**config.mk**
```make
export PLATFORM = sky130hd
export DESIGN_NAME = multi_shape_lfo_core_flat
export DESIGN_NICKNAME = d
export VERILOG_FILES = /design/src/hdl/mslfo_pkg.sv /design/src/hdl/mslfo_cmd_if.sv /design/src/hdl/mslfo_res_if.sv /design/src/hdl/mslfo_cfg.sv /design/src/hdl/mslfo_phase.sv /design/src/hdl/mslfo_wave.sv /design/src/hdl/multi_shape_lfo_core.sv /design/src/flat_wrapper.sv
export SDC_FILE = /design/constraint.sdc
export NUM_CORES = 2
export LEC_CHECK = 0
export BUFFER_PORTS_ARGS = -buffer_cell sky130_fd_sc_hd__buf_2
export CAP_MARGIN = 20
export CORE_ASPECT_RATIO = 0.6
export CORE_MARGIN = 2
export CORE_UTILIZATION = 50
export DETAILED_ROUTE_END_ITERATION = 10
export PLACE_DENSITY = 0.71
export SLEW_MARGIN = 5
export SYNTH_ARGS = -nofsm -noshare
export SYNTH_HDL_FRONTEND = slang
export SYNTH_HIERARCHICAL = 1
export SYNTH_SLANG_ARGS = --single-unit
```
**constraint.sdc**
```tcl
create_clock -name clk -period 14.2 [get_ports clk]
set_input_delay 0.71 -clock clk [delete_from_list [all_inputs] [get_ports clk]]
set_output_delay 0.71 -clock clk [all_outputs]
set_load 0.03 [all_outputs]
```
**src/hdl/mslfo_pkg.sv**
```systemverilog
`default_nettype none
// ----------------------------------------------------------------------------
// mslfo_pkg: shared types, constants and tables
// Widths, shape and register codes, the quarter-wave sine table and the
// noise level table for the multi-shape LFO.
// ----------------------------------------------------------------------------
package mslfo_pkg;

	localparam int PHASE_BITS       = 32;
	localparam int SINE_TABLE_DEPTH = 256;
	localparam int SINE_IDX_BITS    = $clog2(SINE_TABLE_DEPTH);
	localparam int SINE_ENTRY_BITS  = 16;
	localparam int FRAME_BITS       = 12;
	localparam int RATE_BITS        = 32;
	localparam int PROD_BITS        = FRAME_BITS + RATE_BITS;
	localparam int FRAC_BITS        = 32;
	localparam int WAVE_BITS        = 17;
	localparam int SHAPE_BITS       = 4;
	localparam int CFG_INDEX_BITS   = 3;
	localparam int CFG_DATA_BITS    = 32;

	localparam int               LFSR_BITS = 16;
	localparam logic [LFSR_BITS-1:0] LFSR_SEED = 16'hACE1;
	localparam logic [LFSR_BITS-1:0] LFSR_TAPS = 16'hB400;

	// noise level: lfsr mod 100, by reciprocal multiply (exact for 16-bit values)
	localparam int NOISE_LEVELS     = 100;
	localparam int NOISE_N_BITS     = $clog2(NOISE_LEVELS);
	localparam int NOISE_RECIP      = 83887;
	localparam int NOISE_RECIP_BITS = 17;
	localparam int NOISE_SHIFT      = 23;
	localparam int NOISE_Q_BITS     = LFSR_BITS + NOISE_RECIP_BITS - NOISE_SHIFT;
	localparam int NOISE_VAL_BITS   = 15;

	localparam logic signed [WAVE_BITS-1:0] WAVE_ONE  = 17'sd32768;
	localparam logic signed [WAVE_BITS-1:0] WAVE_ZERO = 17'sd0;
	localparam logic signed [WAVE_BITS-1:0] STEP4_A   = 17'sd8192;
	localparam logic signed [WAVE_BITS-1:0] STEP4_D   = -17'sd8192;
	localparam logic signed [WAVE_BITS-1:0] STEP4P_A  = 17'sd21845;
	localparam logic signed [WAVE_BITS-1:0] STEP4P_D  = 17'sd10923;
	localparam logic signed [WAVE_BITS-1:0] STEP3_C   = 17'sd16384;
	localparam logic [FRAC_BITS+1:0]        STEP3_BIAS = 34'd4294537800;

	typedef enum logic [SHAPE_BITS-1:0] {
		SHAPE_SINE      = 4'd0,
		SHAPE_NONE      = 4'd1,
		SHAPE_SINE_POS  = 4'd2,
		SHAPE_TRI       = 4'd3,
		SHAPE_TRI_POS   = 4'd4,
		SHAPE_SQ        = 4'd5,
		SHAPE_SQ_POS    = 4'd6,
		SHAPE_SAW_RISE  = 4'd7,
		SHAPE_SAW_FALL  = 4'd8,
		SHAPE_STEP4     = 4'd9,
		SHAPE_STEP4_POS = 4'd10,
		SHAPE_STEP3_POS = 4'd11,
		SHAPE_RANDOM    = 4'd12
	} shape_t;

	typedef enum logic [CFG_INDEX_BITS-1:0] {
		REG_WAVE_SHAPE  = 3'd0,
		REG_RATE_SLOW   = 3'd1,
		REG_RATE_FAST   = 3'd2,
		REG_FAST_SELECT = 3'd3,
		REG_START_PHASE = 3'd4
	} cfg_reg_t;

	typedef struct packed {
		logic [SHAPE_BITS-1:0] wave_shape;
		logic [RATE_BITS-1:0]  rate_slow;
		logic [RATE_BITS-1:0]  rate_fast;
		logic                  fast_select;
		logic [FRAC_BITS-1:0]  start_phase;
	} cfg_t;

	// word handed from the phase stage to the waveform stage
	typedef struct packed {
		logic [FRAC_BITS-1:0]    phase_u;
		shape_t                  shape;
		logic [NOISE_N_BITS-1:0] noise_n;
	} stage_t;

	typedef logic [SINE_ENTRY_BITS-1:0] sine_rom_t [SINE_TABLE_DEPTH];
	typedef logic [NOISE_VAL_BITS-1:0]  noise_rom_t [NOISE_LEVELS];

	// round(32768*sin(pi/2*i/D)) from a Q30 Taylor series
	function automatic sine_rom_t build_sine_rom();
		sine_rom_t          rom;
		logic [63:0]        a;
		logic [63:0]        a2;
		logic [63:0]        term;
		logic signed [63:0] s;
		for (int i = 0; i < SINE_TABLE_DEPTH; i++) begin
			a    = (64'(i) * 64'd1686629713) / SINE_TABLE_DEPTH;
			a2   = (a * a) >> 30;
			term = a;
			s    = $signed(a);
			term = ((term * a2) >> 30) / 6;
			s    = s - $signed(term);
			term = ((term * a2) >> 30) / 20;
			s    = s + $signed(term);
			term = ((term * a2) >> 30) / 42;
			s    = s - $signed(term);
			term = ((term * a2) >> 30) / 72;
			s    = s + $signed(term);
			term = ((term * a2) >> 30) / 110;
			s    = s - $signed(term);
			term = ((term * a2) >> 30) / 156;
			s    = s + $signed(term);
			if (s < 0)
				s = '0;
			rom[i] = SINE_ENTRY_BITS'((s + 64'sd16384) >>> 15);
		end
		return rom;
	endfunction

	// round(n*32768/100)
	function automatic noise_rom_t build_noise_rom();
		noise_rom_t rom;
		for (int n = 0; n < NOISE_LEVELS; n++)
			rom[n] = NOISE_VAL_BITS'((n * 32768 + NOISE_LEVELS / 2) / NOISE_LEVELS);
		return rom;
	endfunction

	localparam sine_rom_t  SINE_ROM  = build_sine_rom();
	localparam noise_rom_t NOISE_ROM = build_noise_rom();

	// top 32 bits of the phase as a fraction of a cycle
	function automatic logic [FRAC_BITS-1:0] phase_frac(input logic [PHASE_BITS-1:0] ph);
		logic [PHASE_BITS+FRAC_BITS-1:0] wide;
		wide = {ph, {FRAC_BITS{1'b0}}} >> PHASE_BITS;
		return wide[FRAC_BITS-1:0];
	endfunction

endpackage
`default_nettype wire

```
**src/hdl/mslfo_cmd_if.sv**
```systemverilog
`default_nettype none
// ----------------------------------------------------------------------------
// mslfo_cmd_if: command channel
// Tick or key-on word with its frame count, valid/ready handshake.
// ----------------------------------------------------------------------------
interface mslfo_cmd_if;
	import mslfo_pkg::*;

	logic                  valid;
	logic                  ready;
	logic                  mode;
	logic [FRAME_BITS-1:0] frame_count;

	modport source (output valid, output mode, output frame_count, input ready);
	modport sink   (input valid, input mode, input frame_count, output ready);
endinterface
`default_nettype wire

```
**src/hdl/mslfo_res_if.sv**
```systemverilog
`default_nettype none
// ----------------------------------------------------------------------------
// mslfo_res_if: result channel
// Signed waveform value word, valid/ready handshake.
// ----------------------------------------------------------------------------
interface mslfo_res_if;
	import mslfo_pkg::*;

	logic                        valid;
	logic                        ready;
	logic signed [WAVE_BITS-1:0] wave_value;

	modport source (output valid, output wave_value, input ready);
	modport sink   (input valid, input wave_value, output ready);
endinterface
`default_nettype wire

```
**src/hdl/mslfo_cfg.sv**
```systemverilog
`default_nettype none
// ----------------------------------------------------------------------------
// mslfo_cfg: configuration registers
// Write-only register file; writes to unused indexes are dropped.
// ----------------------------------------------------------------------------
module mslfo_cfg (
	input  logic                                 clk,
	input  logic                                 arst_n,
	input  logic                                 cfg_we,
	input  logic [mslfo_pkg::CFG_INDEX_BITS-1:0] cfg_index,
	input  logic [mslfo_pkg::CFG_DATA_BITS-1:0]  cfg_wdata,
	output mslfo_pkg::cfg_t                      cfg
);
	import mslfo_pkg::*;

	cfg_t cfg_q;

	always_ff @(posedge clk or negedge arst_n) begin
		if (!arst_n) begin
			cfg_q <= '0;
		end else if (cfg_we) begin
			case (cfg_index)
				REG_WAVE_SHAPE:  cfg_q.wave_shape  <= cfg_wdata[SHAPE_BITS-1:0];
				REG_RATE_SLOW:   cfg_q.rate_slow   <= cfg_wdata[RATE_BITS-1:0];
				REG_RATE_FAST:   cfg_q.rate_fast   <= cfg_wdata[RATE_BITS-1:0];
				REG_FAST_SELECT: cfg_q.fast_select <= cfg_wdata[0];
				REG_START_PHASE: cfg_q.start_phase <= cfg_wdata[FRAC_BITS-1:0];
				default: ;
			endcase
		end
	end

	assign cfg = cfg_q;

endmodule
`default_nettype wire

```
**src/hdl/mslfo_phase.sv**
```systemverilog
`default_nettype none
// ----------------------------------------------------------------------------
// mslfo_phase: input stage
// Latches shape and rate choice on key on; on ticks advances the phase and,
// if random, the noise LFSR, and registers the word for the waveform stage.
// ----------------------------------------------------------------------------
module mslfo_phase (
	input  logic              clk,
	input  logic              arst_n,
	input  mslfo_pkg::cfg_t   cfg,
	mslfo_cmd_if.sink         cmd,
	input  logic              s2_ready,
	output logic              valid_s1,
	output mslfo_pkg::stage_t data_s1
);
	import mslfo_pkg::*;

	logic [PHASE_BITS-1:0]       phase_q;
	shape_t                      shape_q;
	logic                        fast_q;
	logic [LFSR_BITS-1:0]        lfsr_q;

	logic                        take;
	logic                        tick;
	logic                        keyon;
	logic                        is_random;
	logic [RATE_BITS-1:0]        rate;
	logic [PROD_BITS-1:0]        prod;
	logic [PHASE_BITS-1:0]       phase_next;
	logic [LFSR_BITS-1:0]        lfsr_next;
	logic [LFSR_BITS+NOISE_RECIP_BITS-1:0] recip_prod;
	logic [NOISE_Q_BITS-1:0]     noise_q;
	logic [LFSR_BITS-1:0]        noise_qx;
	logic [LFSR_BITS-1:0]        noise_rem;

	assign cmd.ready = !valid_s1 || s2_ready;
	assign take      = cmd.valid && cmd.ready;
	assign tick      = take && !cmd.mode;
	assign keyon     = take && cmd.mode;
	assign is_random = shape_q >= SHAPE_RANDOM;

	always_comb begin
		rate       = fast_q ? cfg.rate_fast : cfg.rate_slow;
		prod       = PROD_BITS'(cmd.frame_count) * PROD_BITS'(rate);
		phase_next = phase_q + PHASE_BITS'(prod);

		lfsr_next = lfsr_q >> 1;
		if (lfsr_q[0])
			lfsr_next = lfsr_next ^ LFSR_TAPS;

		// remainder by 100 via reciprocal, no correction needed over 16 bits
		recip_prod = (LFSR_BITS + NOISE_RECIP_BITS)'(lfsr_next)
			* (LFSR_BITS + NOISE_RECIP_BITS)'(NOISE_RECIP);
		noise_q    = recip_prod[LFSR_BITS+NOISE_RECIP_BITS-1:NOISE_SHIFT];
		noise_qx   = LFSR_BITS'(LFSR_BITS'(noise_q) * LFSR_BITS'(NOISE_LEVELS));
		noise_rem  = lfsr_next - noise_qx;
	end

	always_ff @(posedge clk or negedge arst_n) begin
		if (!arst_n) begin
			phase_q  <= '0;
			shape_q  <= SHAPE_NONE;
			fast_q   <= 1'b0;
			lfsr_q   <= LFSR_SEED;
			valid_s1 <= 1'b0;
		end else begin
			if (keyon) begin
				shape_q <= shape_t'(cfg.wave_shape);
				fast_q  <= cfg.fast_select;
				phase_q <= PHASE_BITS'(cfg.start_phase);
			end
			if (tick) begin
				phase_q <= phase_next;
				if (is_random)
					lfsr_q <= lfsr_next;
			end
			if (cmd.ready)
				valid_s1 <= tick;
		end
	end

	// snapshot the shape so a later key on cannot touch this word
	always_ff @(posedge clk) begin
		if (tick) begin
			data_s1.phase_u <= phase_frac(phase_next);
			data_s1.shape   <= shape_q;
			data_s1.noise_n <= noise_rem[NOISE_N_BITS-1:0];
		end
	end

endmodule
`default_nettype wire

```
**src/hdl/mslfo_wave.sv**
```systemverilog
`default_nettype none
// ----------------------------------------------------------------------------
// mslfo_wave: waveform stage
// Maps the phase to the selected shape and holds the result word until taken.
// ----------------------------------------------------------------------------
module mslfo_wave (
	input  logic              clk,
	input  logic              arst_n,
	input  logic              valid_s1,
	input  mslfo_pkg::stage_t data_s1,
	output logic              s2_ready,
	mslfo_res_if.source       res
);
	import mslfo_pkg::*;

	logic                        valid_s2;
	logic signed [WAVE_BITS-1:0] wave_s2;

	logic [FRAC_BITS-1:0]        u;
	logic [SINE_IDX_BITS-1:0]    idx;
	logic [SINE_IDX_BITS-1:0]    rom_addr;
	logic [WAVE_BITS-1:0]        mag;
	logic signed [WAVE_BITS-1:0] sine;
	logic signed [WAVE_BITS:0]   sine_sum;
	logic [WAVE_BITS-1:0]        u17;
	logic [WAVE_BITS-1:0]        d17;
	logic signed [WAVE_BITS:0]   tri_wide;
	logic [WAVE_BITS-1:0]        u16x;
	logic [FRAC_BITS+1:0]        step3_sum;
	logic signed [WAVE_BITS-1:0] wave_d;

	always_comb begin
		u = data_s1.phase_u;

		// sine: odd quadrants mirror the index, index zero there is the peak
		idx      = u[FRAC_BITS-3 -: SINE_IDX_BITS];
		rom_addr = u[FRAC_BITS-2] ? (~idx + 1'b1) : idx;
		if (u[FRAC_BITS-2] && idx == '0)
			mag = WAVE_ONE;
		else
			mag = WAVE_BITS'(SINE_ROM[rom_addr]);
		sine     = u[FRAC_BITS-1] ? -$signed(mag) : $signed(mag);
		sine_sum = (WAVE_BITS+1)'(sine) + (WAVE_BITS+1)'(WAVE_ONE);

		u17      = u[FRAC_BITS-1 -: WAVE_BITS];
		d17      = u17[WAVE_BITS-1] ? {1'b0, u17[WAVE_BITS-2:0]}
			: WAVE_BITS'(18'd65536 - {1'b0, u17});
		tri_wide = $signed({1'b0, d17}) - $signed((WAVE_BITS+1)'(WAVE_ONE));

		u16x = {1'b0, u[FRAC_BITS-1 -: WAVE_BITS-1]};

		step3_sum = {2'b00, u} + {1'b0, u, 1'b0} + STEP3_BIAS;

		unique case (data_s1.shape)
			SHAPE_SINE:     wave_d = sine;
			SHAPE_NONE:     wave_d = WAVE_ZERO;
			SHAPE_SINE_POS: wave_d = WAVE_BITS'(sine_sum >>> 1);
			SHAPE_TRI:      wave_d = WAVE_BITS'(tri_wide);
			SHAPE_TRI_POS:  wave_d = $signed({1'b0, d17[WAVE_BITS-1:1]});
			SHAPE_SQ:       wave_d = u[FRAC_BITS-1] ? -WAVE_ONE : WAVE_ONE;
			SHAPE_SQ_POS:   wave_d = u[FRAC_BITS-1] ? WAVE_ZERO : WAVE_ONE;
			SHAPE_SAW_RISE: wave_d = $signed(u16x) - WAVE_ONE;
			SHAPE_SAW_FALL: wave_d = WAVE_ONE - $signed(u16x);
			SHAPE_STEP4: begin
				unique case (u[FRAC_BITS-1 -: 2])
					2'd0:    wave_d = STEP4_A;
					2'd1:    wave_d = WAVE_ONE;
					2'd2:    wave_d = -WAVE_ONE;
					default: wave_d = STEP4_D;
				endcase
			end
			SHAPE_STEP4_POS: begin
				unique case (u[FRAC_BITS-1 -: 2])
					2'd0:    wave_d = STEP4P_A;
					2'd1:    wave_d = WAVE_ONE;
					2'd2:    wave_d = WAVE_ZERO;
					default: wave_d = STEP4P_D;
				endcase
			end
			SHAPE_STEP3_POS: begin
				// top bits run 0..3; 3 folds back to 0
				unique case (step3_sum[FRAC_BITS+1 -: 2])
					2'd1:    wave_d = WAVE_ZERO;
					2'd2:    wave_d = STEP3_C;
					default: wave_d = WAVE_ONE;
				endcase
			end
			default:        wave_d = $signed(WAVE_BITS'(NOISE_ROM[data_s1.noise_n]));
		endcase
	end

	assign s2_ready = !valid_s2 || res.ready;

	always_ff @(posedge clk or negedge arst_n) begin
		if (!arst_n) begin
			valid_s2 <= 1'b0;
		end else if (s2_ready) begin
			valid_s2 <= valid_s1;
		end
	end

	always_ff @(posedge clk) begin
		if (s2_ready && valid_s1)
			wave_s2 <= wave_d;
	end

	assign res.valid      = valid_s2;
	assign res.wave_value = wave_s2;

endmodule
`default_nettype wire

```
**src/hdl/multi_shape_lfo_core.sv**
```systemverilog
`default_nettype none
// ----------------------------------------------------------------------------
// multi_shape_lfo_core: thirteen-shape low-frequency oscillator
// Phase accumulator with sine, triangle, square, saw, step and noise shapes.
// ----------------------------------------------------------------------------
// Usage: a key-on word (mode 1) latches the shape and fast/slow choice from
// the configuration registers and loads the start phase; it returns nothing.
// A tick word (mode 0) advances the phase by frame_count times the selected
// rate, which is read live from its register, and returns one signed value
// in units of 1/32768. Before the first key on the shape is none and the
// result is zero. The block takes one word per clock unless the phase and
// waveform registers are full and the result side holds off. A tick's result
// passes through the phase register, which the accepting edge loads (one
// 12x32 multiply-add), then the waveform register (table lookup and select),
// which loads once it is free, and is presented from the waveform register.
// When the result side holds off, the two registers fill and input ready then
// follows result ready in the same cycle.
module multi_shape_lfo_core (
	input  logic                                 clk,
	input  logic                                 arst_n,
	input  logic                                 cfg_we,
	input  logic [mslfo_pkg::CFG_INDEX_BITS-1:0] cfg_index,
	input  logic [mslfo_pkg::CFG_DATA_BITS-1:0]  cfg_wdata,
	mslfo_cmd_if.sink                            cmd,
	mslfo_res_if.source                          res
);
	import mslfo_pkg::*;

	cfg_t   cfg;
	logic   valid_s1;
	stage_t data_s1;
	logic   s2_ready;

	mslfo_cfg u_cfg (
		.clk       (clk),
		.arst_n    (arst_n),
		.cfg_we    (cfg_we),
		.cfg_index (cfg_index),
		.cfg_wdata (cfg_wdata),
		.cfg       (cfg)
	);

	mslfo_phase u_phase (
		.clk      (clk),
		.arst_n   (arst_n),
		.cfg      (cfg),
		.cmd      (cmd),
		.s2_ready (s2_ready),
		.valid_s1 (valid_s1),
		.data_s1  (data_s1)
	);

	mslfo_wave u_wave (
		.clk      (clk),
		.arst_n   (arst_n),
		.valid_s1 (valid_s1),
		.data_s1  (data_s1),
		.s2_ready (s2_ready),
		.res      (res)
	);

endmodule
`default_nettype wire
```
**src/flat_wrapper.sv**
```systemverilog
// flat-port wrapper written by rule: the top's interface ports become plain ports
module multi_shape_lfo_core_flat import mslfo_pkg::*;
  (clk, arst_n, cfg_we, cfg_index, cfg_wdata, cmd_valid, cmd_mode, cmd_frame_count, cmd_ready, res_valid, res_wave_value, res_ready);
  mslfo_cmd_if cmd_i ();
  mslfo_res_if res_i ();
  input  logic clk;
  input  logic arst_n;
  input  logic cfg_we;
  input  logic [mslfo_pkg::CFG_INDEX_BITS-1:0] cfg_index;
  input  logic [mslfo_pkg::CFG_DATA_BITS-1:0] cfg_wdata;
  input wire logic [$bits(cmd_i.valid)-1:0] cmd_valid;
  input wire logic [$bits(cmd_i.mode)-1:0] cmd_mode;
  input wire logic [$bits(cmd_i.frame_count)-1:0] cmd_frame_count;
  output wire logic [$bits(cmd_i.ready)-1:0] cmd_ready;
  output wire logic [$bits(res_i.valid)-1:0] res_valid;
  output wire logic [$bits(res_i.wave_value)-1:0] res_wave_value;
  input wire logic [$bits(res_i.ready)-1:0] res_ready;
  assign cmd_i.valid = cmd_valid;
  assign cmd_i.mode = cmd_mode;
  assign cmd_i.frame_count = cmd_frame_count;
  assign cmd_ready = cmd_i.ready;
  assign res_valid = res_i.valid;
  assign res_wave_value = res_i.wave_value;
  assign res_i.ready = res_ready;
  multi_shape_lfo_core u_core (.clk(clk), .arst_n(arst_n), .cfg_we(cfg_we), .cfg_index(cfg_index), .cfg_wdata(cfg_wdata), .cmd(cmd_i), .res(res_i));
endmodule
```
==> results.yml <==
setup_path:
  r2r_cells: 28
  rr_startpoint: "u_core/u_phase/lfsr_q[5]"
  cp.required_ns: 14.53
  critPathLaunchType: "flip-flop"
  path_buf_inv: 5
  slowest_stage: "dfstp_2"
  reg2reg_slack_ns: 6.25
  cp_num_cells: 28
  critPathKind: "reg -> reg"
  crit_arrival_ns: 8.27
  cp_top_family: "adder cells"
  max_stage_delay_ns: 0.61
  r2r-end: "u_core/u_phase/data_s1[6]"
  crit_top_cell: "fa_1"
  critPathMaxFanout: 7
  end_kind: "flip-flop"
timing:
  fin_skew_ns: 0.0175
  worst_pin_slew_ns: 1.18
  setup_viol: 0
  rsz0062_at_grt: "false"
  fin_crit_sh_pct: 56.0
  hold_viol: 0
  setup_tns_ns: 0
  fmax_ghz: 0.126
  maxSlewHeadroom_pct: 20.1
  maxSlewViolCount: 0
  fin_crit_ns: 7.95
cells_and_area:
  area_growth_pct: 4.91
  layout.nets: 4420
  drive_above_1_share_pct: 8.32
  fin_util_pct: 53.0
routing:
  num_vias: 28800
  vias_per_cell: 6.21
  wl_per_cell_um: 23.1
  dr.pass1.iters: 9
  drc: 0
  ant_nets: 0
  dr.first_iter.drc_count: 4294
  totalWireLength_mm: 107
logic_synthesis:
  synth_area_mm2: 0.0335
  synth_edf_count: 60
  ys.warnings.count: 6
  synth-async-reset-ratio_pct: 72.2
  avgSynthCellArea_um2: 8.77
  yosysMostFrequentCell: "inv_1"
  seq_area_frac_synth_pct: 17.1
  synth_cells: 3819
  ys_types: 107
  synth_common_cells: "541 x inv_1, 420 x nand2_1, 361 x fa_1"
  synth-seq-cells: 216
  synth_nets: 4519
  synth_flop_cell: "dfrtp_1"
  ys_top_cells_by_area: "fa_1 22%, dfrtp_1 11%, ha_1 11%"
  synth_top_area_share_pct: 21.6
  synth_top_cell_by_area: "fa_1"
floorplan:
  pin_count: 72
  core_mm2: 0.0662
  fp.dieW_um: 338
  initial_utilization_pct: 50.6
  num_rows: 73
  fp.dieH_um: 204
  die-area_mm2: 0.0691
clock_tree:
  cts-root-buf: "clkbuf_16"
  clkSlewWorstSetupHoldPaths_ns: 0.07
  post_cts_buffers: 0
  post_cts_resized: 0
  tritoncts: "yes"
  cts_made_buffers: 24
  hold_buffers: 0
  clk_latency_ns: 0.57
  clock_path_buffers: 3
  cts_htree_levels: 1
  cts_sinks: 216
status:
  status: "complete, no violations"
global_routing:
  grt_usage_pct: 31.3
  overflow: 0
  antenna_found_initial: 3
  grt_pass1_vias: 27600
  grt.busiest_layer: "met1"
  grt_pass1_wl_mm: 167
  use_met2_pct: 39.9
  grt_util_met3_pct: 11.2
  use_met1_pct: 49.5
  grt_max_degree: 73
placement:
  portBuffers: 71
  gp_congestion: 1.08
  hpwl_mm: 81.9
run:
  maxCapViolCount: 0
worst_hold_path:
  hp-class: "in -> async"
sequential cells by signal, indices dropped and copies added, names as in the netlist:
name	cells
u_core/u_wave/res.valid	1
u_core/u_phase/shape_q	4
u_core/u_phase/valid_s1	1
u_core/u_wave/res.wave_value	17
u_core/u_phase/lfsr_q	16
u_core/u_phase/fast_q	1
u_core/u_phase/phase_q	32
u_core/u_phase/data_s1	43
u_core/u_cfg/cfg	101
final cells by class:
| cell class | count | area, um2 |
|---|---|---|
| Fill cell | 6137 | 31100 |
| Antenna cell | 8 | 20.0 |
| Clock inverter | 17 | 221 |
| Sequential cell | 216 | 5720 |
| Timing Repair Buffer | 123 | 752 |
| Clock buffer | 27 | 612 |
| Multi-Input combinational cell | 2808 | 24600 |
| Tap cell | 900 | 1130 |
| Inverter | 547 | 2050 |
worst max path at each step:
stage | from | to | slack [ns]
2_1_floorplan | u_core/u_phase/lfsr_q[0] | u_core/u_phase/data_s1[6] | 6.90
3_3_place_gp | u_core/u_phase/lfsr_q[5] | u_core/u_phase/data_s1[6] | 6.36
3_5_place_dp | u_core/u_phase/lfsr_q[5] | u_core/u_phase/data_s1[6] | 6.35
4_1_cts | u_core/u_phase/lfsr_q[5] | u_core/u_phase/data_s1[6] | 6.30
5_1_grt | u_core/u_phase/lfsr_q[5] | u_core/u_phase/data_s1[6] | 5.81
6_report | u_core/u_phase/lfsr_q[5] | u_core/u_phase/data_s1[6] | 6.25
per-layer routing:
| layer | up-vias | wire, um |
|---|---|---|
| met5 | - | 437 |
| met4 | 8 | 2500 |
| met3 | 231 | 14700 |
| met2 | 1726 | 39900 |
| met1 | 14100 | 49900 |
| li1 | 12800 | - |
stage by stage:
stage | area (um2) | std cells | hold slack [ns] | worst slack [ns]
2_1_floorplan | 33500 | 3819 | 0.414 | 6.90
3_3_place_gp | 34300 | 4594 | 0.449 | 6.36
3_5_place_dp | 34300 | 4594 | 0.449 | 6.35
4_1_cts | 35100 | 4638 | 0.00710 | 6.30
5_1_grt | 35100 | 4639 | 0.0396 | 5.81
6_report | 35100 | 4646 | 0.0225 | 6.25
kinds of logic (layout without fill, tap and decap cells):
kind of cell | count (synthesis) | in the layout | synth area share, %
simple gates | 993 | 993 | 14.1
fa+ha+maj | 647 | 647 | 32.3
mux | 198 | 198 | 6.88
other cells | 0 | 8 | 0
xor+xnor | 115 | 115 | 3.05
buf+inv | 795 | 714 | 9.63
flops | 216 | 216 | 17.1
compound gates | 855 | 855 | 16.9
layout by cell type, fill, tap and decap left out, types with 11 or more instances in the layout:
master	instances
or3_1	13
inv_1	541
clkbuf_16	24
nand2b_1	42
and3_1	21
o21ai_0	207
mux2i_1	48
o21a_1	11
o221ai_1	27
nor2_1	171
a211oi_1	61
dfrtp_1	146
nor2b_1	38
o2111ai_1	16
a221oi_1	12
o21ai_1	16
nand4_1	13
nand2_1	419
a21oi_1	179
mux2_1	62
buf_4	52
edfxtp_1	60
and2_1	113
a21o_1	28
a211o_1	16
o311ai_0	14
a311oi_1	16
o211ai_1	30
o31ai_1	23
a31oi_1	54
ha_1	286
buf_2	70
o22ai_1	27
nand3_1	76
nor3_1	32
mux2_2	72
xnor2_1	88
fa_1	361
xor2_1	22
Power is not shown: default switching activity piles up to over one toggle a cycle in this logic, so the estimate is an artifact.
